$ cat src/rtl/v3alu_div.sv
// Pipelined restoring divider for one normalize lane: (a << FRAC_BITS) / mag.
`timescale 1ns / 1ps
`default_nettype none
module v3alu_div #(
    parameter int FRAC_BITS = 16
) (
    input  wire logic               aclk,
    input  wire logic               en,
    input  wire logic signed [31:0] a,
    input  wire logic [31:0]        mag,
    output logic signed [31:0]      quot
);
    localparam int DS = FRAC_BITS + 1;
    localparam int RW = 32 + FRAC_BITS;
    localparam int QW = FRAC_BITS + 1;

    logic [RW-1:0] rem_reg [DS];
    logic [QW-1:0] q_reg   [DS];
    logic [31:0]   mag_reg [DS];
    logic          neg_reg [DS];
    logic [31:0]   abs_a;

    assign abs_a = a[31] ? 32'(-a) : 32'(a);

    genvar s;
    generate
        for (s = 0; s < DS; s++) begin : g_stage
            localparam int J = FRAC_BITS - s;
            logic [RW-1:0] rem_in;
            logic [QW-1:0] q_in;
            logic [31:0]   mag_in;
            logic          neg_in;
            logic [RW:0]   dsh;
            logic          ge;
            logic [QW-1:0] q_next;

            if (s == 0) begin : g_first
                assign rem_in = RW'(abs_a) << FRAC_BITS;
                assign q_in   = '0;
                assign mag_in = mag;
                assign neg_in = a[31];
            end else begin : g_next
                assign rem_in = rem_reg[s-1];
                assign q_in   = q_reg[s-1];
                assign mag_in = mag_reg[s-1];
                assign neg_in = neg_reg[s-1];
            end

            // Compare against the shifted divisor, set quotient bit J
            assign dsh = (RW+1)'(mag_in) << J;
            assign ge  = {1'b0, rem_in} >= dsh;

            always_comb begin
                q_next = q_in;
                q_next[J] = ge;
            end

            always_ff @(posedge aclk) begin
                if (en) begin
                    rem_reg[s] <= ge ? rem_in - dsh[RW-1:0] : rem_in;
                    q_reg[s]   <= q_next;
                    mag_reg[s] <= mag_in;
                    neg_reg[s] <= neg_in;
                end
            end
        end
    endgenerate

    // Truncation toward zero: apply the sign to the magnitude quotient
    assign quot = neg_reg[DS-1] ? -(32'(q_reg[DS-1])) : 32'(q_reg[DS-1]);

endmodule
`default_nettype wire

$ cat config.mk
export PLATFORM = sky130hd
export DESIGN_NAME = v3alu_div
export DESIGN_NICKNAME = d
export VERILOG_FILES = /design/src/rtl/v3alu_div.sv
export SDC_FILE = /design/constraint.sdc
export NUM_CORES = 2
export LEC_CHECK = 0
export ABC_AREA = 1
export BUFFER_PORTS_ARGS = -buffer_cell sky130_fd_sc_hd__buf_4
export CORE_MARGIN = 2
export CORE_UTILIZATION = 55
export DETAILED_ROUTE_END_ITERATION = 10
export PLACE_DENSITY = 0.81
export SLEW_MARGIN = 30
export SYNTH_ARGS = -nofsm -noshare
export SYNTH_HDL_FRONTEND = slang
export SYNTH_SLANG_ARGS = --single-unit
$ cat constraint.sdc
create_clock -name aclk -period 9.6 [get_ports aclk]
set_clock_uncertainty 0.1 [all_clocks]
set_input_delay 1.44 -clock aclk [delete_from_list [all_inputs] [get_ports aclk]]
set_output_delay 1.44 -clock aclk [all_outputs]
set_load 0.005 [all_outputs]
==> impl_metrics.tcl <==
set metrics [dict create \
    post-route-period-util 0.498 \
    cts_root_buf "clkbuf_16" \
    ctsHoldBuffers 0 \
    via_count 89000 \
    syn_area_um2 98400 \
    synth_top_cells_by_area "edfxtp_1 40%, nand2_1 23%, inv_1 11%" \
    finalCriticalPeriod_ns 4.78 \
    antenna_found_initial 5 \
    setup_slack_ns 4.82 \
    wl_per_cell_um 18.9 \
    grtUsageTotal 0.347 \
    yosysMostFrequentCell "nand2_1" \
    cp-start-kind "input port" \
    synth_cell_types 49 \
    cts-resized-gates 0 \
    dp_hpwl_um 257000 \
    synth_seq_area_share 0.401 \
    insertion_delay_ns 0.82 \
    synthArstFlopShare 0 \
    drv_slew 0 \
    ys_warn_count 0 \
    synth_cells 14300 \
    fmax_mhz 209 \
    first_pass_iters 9 \
    cp_cell_sequence "buf_4 > inv_1 > ha_1 > nand3_1 > inv_1 > nand2_1 > nor2_1 > nand3_1 > nand3_1 > and2_1 > inv_1 > ha_1 > nand2_1 > inv_1 > a21oi_1 > nand3_1 > nand2_1 > nand2_1 > nor2_4 > buf_16 > o21ai_0" \
    syn_area_per_cell_um2 6.90 \
    die_area_um2 182000 \
    cts.path.max_buffers 3 \
    hold_violations 0 \
    finalSetupViolations 0 \
    crit_buf_inv 6 \
    synth_commonest_cells "6041 x nand2_1, 2926 x inv_1, 1314 x edfxtp_1, 1122 x nor2_1, 734 x nand3_1" \
    cp_top_family "simple AND/OR/NAND/NOR gates" \
    syn-num-nets 14900 \
    dp.cells 16600 \
    first_global_vias 84000 \
    synth_edf_count 1314 \
    gp_congestion 1.01 \
    final_area_um2 107000 \
    largest_register_ffs 632 \
    drcViolationCount 0 \
    drive_gt1_frac 0.0352 \
    grt_pass1_wl_um 482000 \
    cts.htree.levels 4 \
    fin_cells 16900 \
    fillers 16800 \
    p_leak_nw 55.9 \
    rsz0062_at_grt "no" \
    hold_class "flip-flop to flip-flop" \
    nNetsFinal 15000 \
    via_per_inst 5.27 \
    die-height_um 427 \
    critPathMaxStageDelay_ns 0.43 \
    cts_sinks 1314 \
    maxCapViolations 0 \
    synth_top_area_frac 0.401 \
    synth_area_leader_cell "edfxtp_1" \
    place_worst_setup_slack_ns 3.96 \
    cp-end-kind "flip-flop" \
    arrival_ns 5.24 \
    grt_max_degree 182 \
    areaGrowthSynthToFinish_pct 8.41 \
    drtAntennaViolNets 0 \
    finalSetupTns_ns 0 \
    post_cts_buffers 0 \
    cts_tree "yes" \
    numPortBuffers 97 \
    dpl-instance-area_um2 102000 \
    clk_pin_slew_ns 0.06 \
    ir_drop_mv 0.210 \
    finish.utilization 0.599 \
    slew_headroom 0.335 \
    critical-path-slowest-cell "nor2_4" \
    drt-total-wl_um 320000 \
    power.density_nw_per_um2 287 \
    core_area_um2 178000 \
    initial_core_util 0.552 \
    crit_type "input port to flip-flop" \
    ys_ff_latch 1314 \
    rows 155 \
    worstMarginPinSlew_ns 0.998 \
    crit_required_ns 10.06 \
    cts_buffers 148 \
    crit_fanout 27 \
    drt-initial-drc-count 8754 \
    io_pins 98 \
    dieWidth_um 427 \
    grt_overflow 0 \
    status "complete, no violations" \
    ys.flop_type "edfxtp_1" \
]
## layer usage
metal  GRT usage  wire, um  vias to the layer above
met1       0.424    125000                    40300
met2       0.589    150000                     3538
li1            -         -                    44200
met5           0         9                        -
met4       0.207     22200                        2
met3      0.0429     21700                      910
## where the power goes
group	internal [mW]	total, mW	switching (mW)
logic	4.75	15.1	10.3
registers	8.28	9.56	1.28
clock network	3.36	5.94	2.58
total	16.4	30.6	14.2
## area by class of cell
class,count,area [um^2],area share
multi-input combinational,9884,47100,0.442
sequential,1314,39500,0.370
inverter,2952,11100,0.104
clock buffer,164,3760,0.0353
tap,2355,2950,0.0276
clock inverter,104,1320,0.0124
timing repair buffer,117,1020,0.00957
antenna,2,5.00,0.0000469
## layout by cell type (no fill, tap or decap), types with 37 or more instances in the layout
cell type	count
xor2_1	287
ha_1	545
nand3b_1	86
clkbuf_16	148
edfxtp_1	1314
o21ai_0	82
buf_4	108
nand4_1	151
nand2_1	6041
a21oi_2	39
xnor2_1	37
nor2_1	1121
a21oi_1	411
nor3_1	125
nand3_1	734
inv_1	2926
## path summary, 6_finish.rpt
kind                   start              end  depth (start not counted)  slack [ns]
max                     a[0]   rem_reg[0][18]                         21        4.82
min             q_reg[8][11]     q_reg[9][11]                          0        0.32
max reg2reg  rem_reg[0][347]  rem_reg[0][423]                         12        5.96
min reg2reg     q_reg[8][11]     q_reg[9][11]                          0        0.32
## cell families after synthesis
logic type,count (synthesis),share of synthesized area
adders and majority gates,561,0.0725
AOI/OAI and AO/OA,588,0.0326
buffers and inverters,3068,0.121
and+or+nand+nor,8411,0.344
DFF,1314,0.401
xor gates and xnor gates,324,0.0288
## through the flow
stage | total power [mW] | hold slack (ns)
after detailed placement | 24.3 | 0.305
final | 30.6 | 0.316
after floorplan | 19.6 | 0.300
after global placement | 24.2 | 0.301
after global routing | 32.8 | 0.317
after CTS | 30.3 | 0.314
Note: power is estimated with default switching activity, not from simulation.
