==> src/rtl/v3alu_pkg.sv <==
// Package: operation codes, pipeline record and saturation helper for the vector ALU.
`timescale 1ns / 1ps
`default_nettype none
package v3alu_pkg;

    localparam int WORD_W = 32;
    localparam int SQRT_STAGES = 32;

    typedef enum logic [2:0] {
        OP_SUM   = 3'd0,
        OP_DIFF  = 3'd1,
        OP_NEG   = 3'd2,
        OP_SCALE = 3'd3,
        OP_DOT   = 3'd4,
        OP_CROSS = 3'd5,
        OP_MAG   = 3'd6,
        OP_NORM  = 3'd7
    } op_t;

    // Per-request record carried alongside the square root and divider
    typedef struct packed {
        op_t                op;
        logic signed [31:0] ax;
        logic signed [31:0] ay;
        logic signed [31:0] az;
        logic signed [31:0] rx;
        logic signed [31:0] ry;
        logic signed [31:0] rz;
        logic signed [31:0] rs;
        logic               ovf;
    } info_t;

    typedef struct packed {
        logic signed [31:0] val;
        logic               ovf;
    } sat_t;

    localparam logic signed [65:0] WORD_MAX_W = 66'sh0_7FFF_FFFF;
    localparam logic signed [65:0] WORD_MIN_W = -66'sh0_8000_0000;

    // Clamp a wide signed value to the 32-bit word range
    function automatic sat_t sat_word(input logic signed [65:0] v);
        sat_t r;
        r.val = v[31:0];
        r.ovf = 1'b0;
        if (v > WORD_MAX_W) begin
            r.val = 32'sh7FFF_FFFF;
            r.ovf = 1'b1;
        end else if (v < WORD_MIN_W) begin
            r.val = 32'sh8000_0000;
            r.ovf = 1'b1;
        end
        return r;
    endfunction

endpackage
`default_nettype wire

==> src/rtl/v3alu_sqrt.sv <==
// Pipelined integer square root, one result bit per stage.
`timescale 1ns / 1ps
`default_nettype none
module v3alu_sqrt (
    input  wire logic        aclk,
    input  wire logic        en,
    input  wire logic [63:0] radicand,
    output logic [31:0]      root
);
    import v3alu_pkg::*;

    logic [63:0] rem_reg  [SQRT_STAGES];
    logic [31:0] root_reg [SQRT_STAGES];

    genvar s;
    generate
        for (s = 0; s < SQRT_STAGES; s++) begin : g_stage
            localparam int K = SQRT_STAGES - 1 - s;
            logic [63:0] rem_in;
            logic [31:0] root_in;
            logic [65:0] trial;
            logic        ge;

            if (s == 0) begin : g_first
                assign rem_in  = radicand;
                assign root_in = '0;
            end else begin : g_next
                assign rem_in  = rem_reg[s-1];
                assign root_in = root_reg[s-1];
            end

            // Try setting bit K of the root: (R + 2^K)^2 - R^2 = 2*R*2^K + 2^(2K)
            assign trial = (66'(root_in) << (2 * K + 2)) + (66'(1) << (2 * K));
            assign ge    = {2'b00, rem_in} >= trial;

            always_ff @(posedge aclk) begin
                if (en) begin
                    rem_reg[s]  <= ge ? rem_in - trial[63:0] : rem_in;
                    root_reg[s] <= {root_in[30:0], ge};
                end
            end
        end
    endgenerate

    assign root = root_reg[SQRT_STAGES-1];

endmodule
`default_nettype wire

==> config.mk <==
export PLATFORM = sky130hd
export DESIGN_NAME = v3alu_sqrt
export DESIGN_NICKNAME = d
export VERILOG_FILES = /design/src/rtl/v3alu_pkg.sv /design/src/rtl/v3alu_sqrt.sv
export SDC_FILE = /design/constraint.sdc
export NUM_CORES = 2
export LEC_CHECK = 0
export ABC_CLOCK_PERIOD_IN_PS = 4900
export BUFFER_PORTS_ARGS = -buffer_cell sky130_fd_sc_hd__buf_2
export CORE_MARGIN = 2
export CORE_UTILIZATION = 50
export CTS_CLUSTER_DIAMETER = 120
export DETAILED_ROUTE_END_ITERATION = 12
export MAX_ROUTING_LAYER = met4
export PLACE_DENSITY = 0.7
export SLEW_MARGIN = 20
export SYNTH_ARGS = -nofsm -noshare
export SYNTH_HDL_FRONTEND = slang
export SYNTH_SLANG_ARGS = --single-unit
export TNS_END_PERCENT = 30
==> constraint.sdc <==
create_clock -name aclk -period 4.9 [get_ports aclk]
set_input_delay 0.98 -clock aclk [delete_from_list [all_inputs] [get_ports aclk]]
set_output_delay 0.98 -clock aclk [all_outputs]
set_load 0.005 [all_outputs]
==> flow_metrics.env <==
export IMPL_outcome="finished clean"
export IMPL_syn_area_um2=120000
export IMPL_row_count=179
export IMPL_final_common_cell="edfxtp_1"
export IMPL_power_density_nw_per_um2=475
export IMPL_timing_final_crit_share=0.862
export IMPL_portBuffers=97
export IMPL_finalNonFillerCells=13260
export IMPL_grt_pass1_vias=76398
export IMPL_fin_util=0.561
export IMPL_leakagePower_nw=50.4
export IMPL_ff_latch_area_um2=75400
export IMPL_wl_per_cell_um=23.2
export IMPL_holdWs_ns=0.215
export IMPL_grt_overflow=0
export IMPL_yosys_warnings=0
export IMPL_synth_edff_count=2512
export IMPL_h_tree_depth=5
export IMPL_critPathMaxStageDelay_ns=0.79
export IMPL_drive_gt1_frac=0.0761
export IMPL_max_freq_mhz=237
export IMPL_ys_seq_elements=2512
export IMPL_fin_skew_ns=0.0603
export IMPL_post_dp_hpwl_um=237000
export IMPL_cts_resized=0
export IMPL_cts_path_max_buffers=4
export IMPL_period_needed_ns=4.23
export IMPL_gp_congestion=0.983
export IMPL_async_flop_share=0
export IMPL_crit_family="compound AO/OA/AOI/OAI gates"
export IMPL_syn_area_per_cell_um2=12.5
export IMPL_syn_inst=9593
export IMPL_drtPass1Iterations=6
export IMPL_crit_slowest_cell="xnor2_1"
export IMPL_vias=76975
export IMPL_vdd_ir_drop_max_mv=0.302
export IMPL_grt_max_degree=154
export IMPL_slew_viol_final=0
export IMPL_synth_seq_area_share=0.628
export IMPL_clock_sinks=2512
export IMPL_die_x_um=494
export IMPL_cts_made_buffers=281
export IMPL_cp_cell_sequence="ha_1, o21a_1, o21ai_0, a21oi_1, o311ai_0, buf_4, o311ai_0, a22o_1, nand2_1, and3_1, nand2_1, xnor2_1"
export IMPL_die_h_um=494
export IMPL_dpl_instance_area_um2=125000
export IMPL_cts_setup_buffers=0
export IMPL_tightest_slew_ns=1.05
export IMPL_hold_viol_final=0
export IMPL_cp_required_ns=5.44
export IMPL_syn_nets=10217
export IMPL_hold_buffers=0
export IMPL_setup_violations=0
export IMPL_drt_iter0_drc=6282
export IMPL_wirelength_um=308000
export IMPL_rsz0062_at_grt="no"
export IMPL_final_cell_area_um2=134000
export IMPL_max_slew_margin=0.290
export IMPL_area_growth_pct=11.4
export IMPL_grt_pass1_wl_um=460000
export IMPL_crit_type="register to register"
export IMPL_ys_flop_type="edfxtp_1"
export IMPL_cts_tree="built"
export IMPL_multi_input_area_um2=41300
export IMPL_finalSetupTns_ns=0
export IMPL_largest_reg_flops=1984
export IMPL_final_cell_mix="edfxtp_1, inv_1, nand2_1, nor2_1, a21oi_1"
export IMPL_cp_arrival_ns=4.76
export IMPL_via_per_inst=5.81
export IMPL_start_kind="register"
export IMPL_core_um2=238000
export IMPL_worst_skew_pair_late_latency_ns=0.93
export IMPL_post_route_drc_count=0
export IMPL_fin_nets=10519
export IMPL_max_cap_viol_count=0
export IMPL_place_inst=12779
export IMPL_worst_path_buf_inv=1
export IMPL_grt_use_total=0.257
export IMPL_start_util=0.504
export IMPL_cp_max_fo=11
export IMPL_antenna_found_initial=7
export IMPL_synthDistinctLibCells=87
export IMPL_hp_class="input pin to register"
export IMPL_end_kind="register"
export IMPL_clkTransAtPathRegs_ns=0.06
export IMPL_nFillCells=19303
export IMPL_drtAntennaViolNets=0
export IMPL_ios=98
export IMPL_cts_root_buffer="clkbuf_16"
export IMPL_dieArea_um2=244000
-- logic make-up (layout without fill, tap and decap cells) --
group           count (synthesis)  count (layout)  share of synthesized area
compound gates               1818            1818                     0.0929
xor+xnor                      861             861                     0.0628
fa+ha+maj                     558             558                     0.0582
buf+inv                       905            1399                     0.0285
flops                        2512            2512                      0.628
mux                            95              95                    0.00874
other cells                     0               6                          0
simple gates                 2844            2844                      0.121
-- routing by layer --
metal	part of all wire	routed length, µm	global-route usage
met4	0.080	24800	0.172
met5	0	0	-
met1	0.36	109000	0.267
met2	0.52	160000	0.453
met3	0.045	13700	0.0327
-- cell usage after synthesis (all sizes together), types with 18 or more instances --
| cell | count | area (µm²) |
|---|---|---|
| a211oi | 46 | 350 |
| a21o | 211 | 1580 |
| a21oi | 624 | 3120 |
| a31oi | 33 | 206 |
| and2 | 31 | 194 |
| and3 | 53 | 332 |
| buf | 21 | 100 |
| clkbuf | 169 | 634 |
| edfxtp | 2512 | 75400 |
| ha | 558 | 6980 |
| inv | 715 | 2680 |
| mux2 | 79 | 890 |
| nand2 | 655 | 2460 |
| nand2b | 108 | 676 |
| nand3 | 170 | 851 |
| nand3b | 33 | 248 |
| nand4 | 145 | 907 |
| nor2 | 628 | 2360 |
| nor2b | 69 | 432 |
| nor3 | 295 | 1490 |
| nor3b | 18 | 135 |
| nor4 | 316 | 1990 |
| nor4b | 48 | 427 |
| o211ai | 24 | 180 |
| o21a | 92 | 691 |
| o21ai | 469 | 2350 |
| o21bai | 51 | 383 |
| o31ai | 53 | 398 |
| o41ai | 18 | 158 |
| or2 | 49 | 307 |
| or3 | 100 | 626 |
| or4 | 69 | 522 |
| xnor2 | 427 | 3740 |
| xor2 | 434 | 3800 |
-- final timing paths --
kind / startpoint / to / slack (ns) / cells past startpoint
max: rem_reg[1][340] / rem_reg[1][441] / 0.67 / 12
min: radicand[38] / rem_reg[0][38] / 0.22 / 1
max reg2reg: rem_reg[1][340] / rem_reg[1][441] / 0.67 / 12
min reg2reg: rem_reg[1][139] / rem_reg[1][203] / 0.44 / 0
-- stage by stage --
stage               worst slack [ns]  total power, mW
finish                         0.674             63.5
CTS                            0.715             63.8
global placement              -0.166             43.3
floorplan                       1.10             38.4
detailed placement             0.741             43.5
global route                   0.355             66.3
-- power breakdown --
| part | switching (mW) | internal (mW) |
|---|---|---|
| clock | 8.21 | 12.0 |
| sequential | 2.52 | 27.3 |
| combinational | 8.08 | 5.38 |
-- layout make-up --
| type | count | share of cell area |
|---|---|---|
| inverters | 715 | 0.0201 |
| flip-flops and latches | 2512 | 0.564 |
| repair buffers | 209 | 0.0119 |
| well taps | 3167 | 0.0296 |
| diodes | 6 | 0.000112 |
| clock buffers | 328 | 0.0555 |
| clock inverters | 147 | 0.0103 |
| multi-input cells | 6176 | 0.309 |
(Power assumes the default switching activity.)
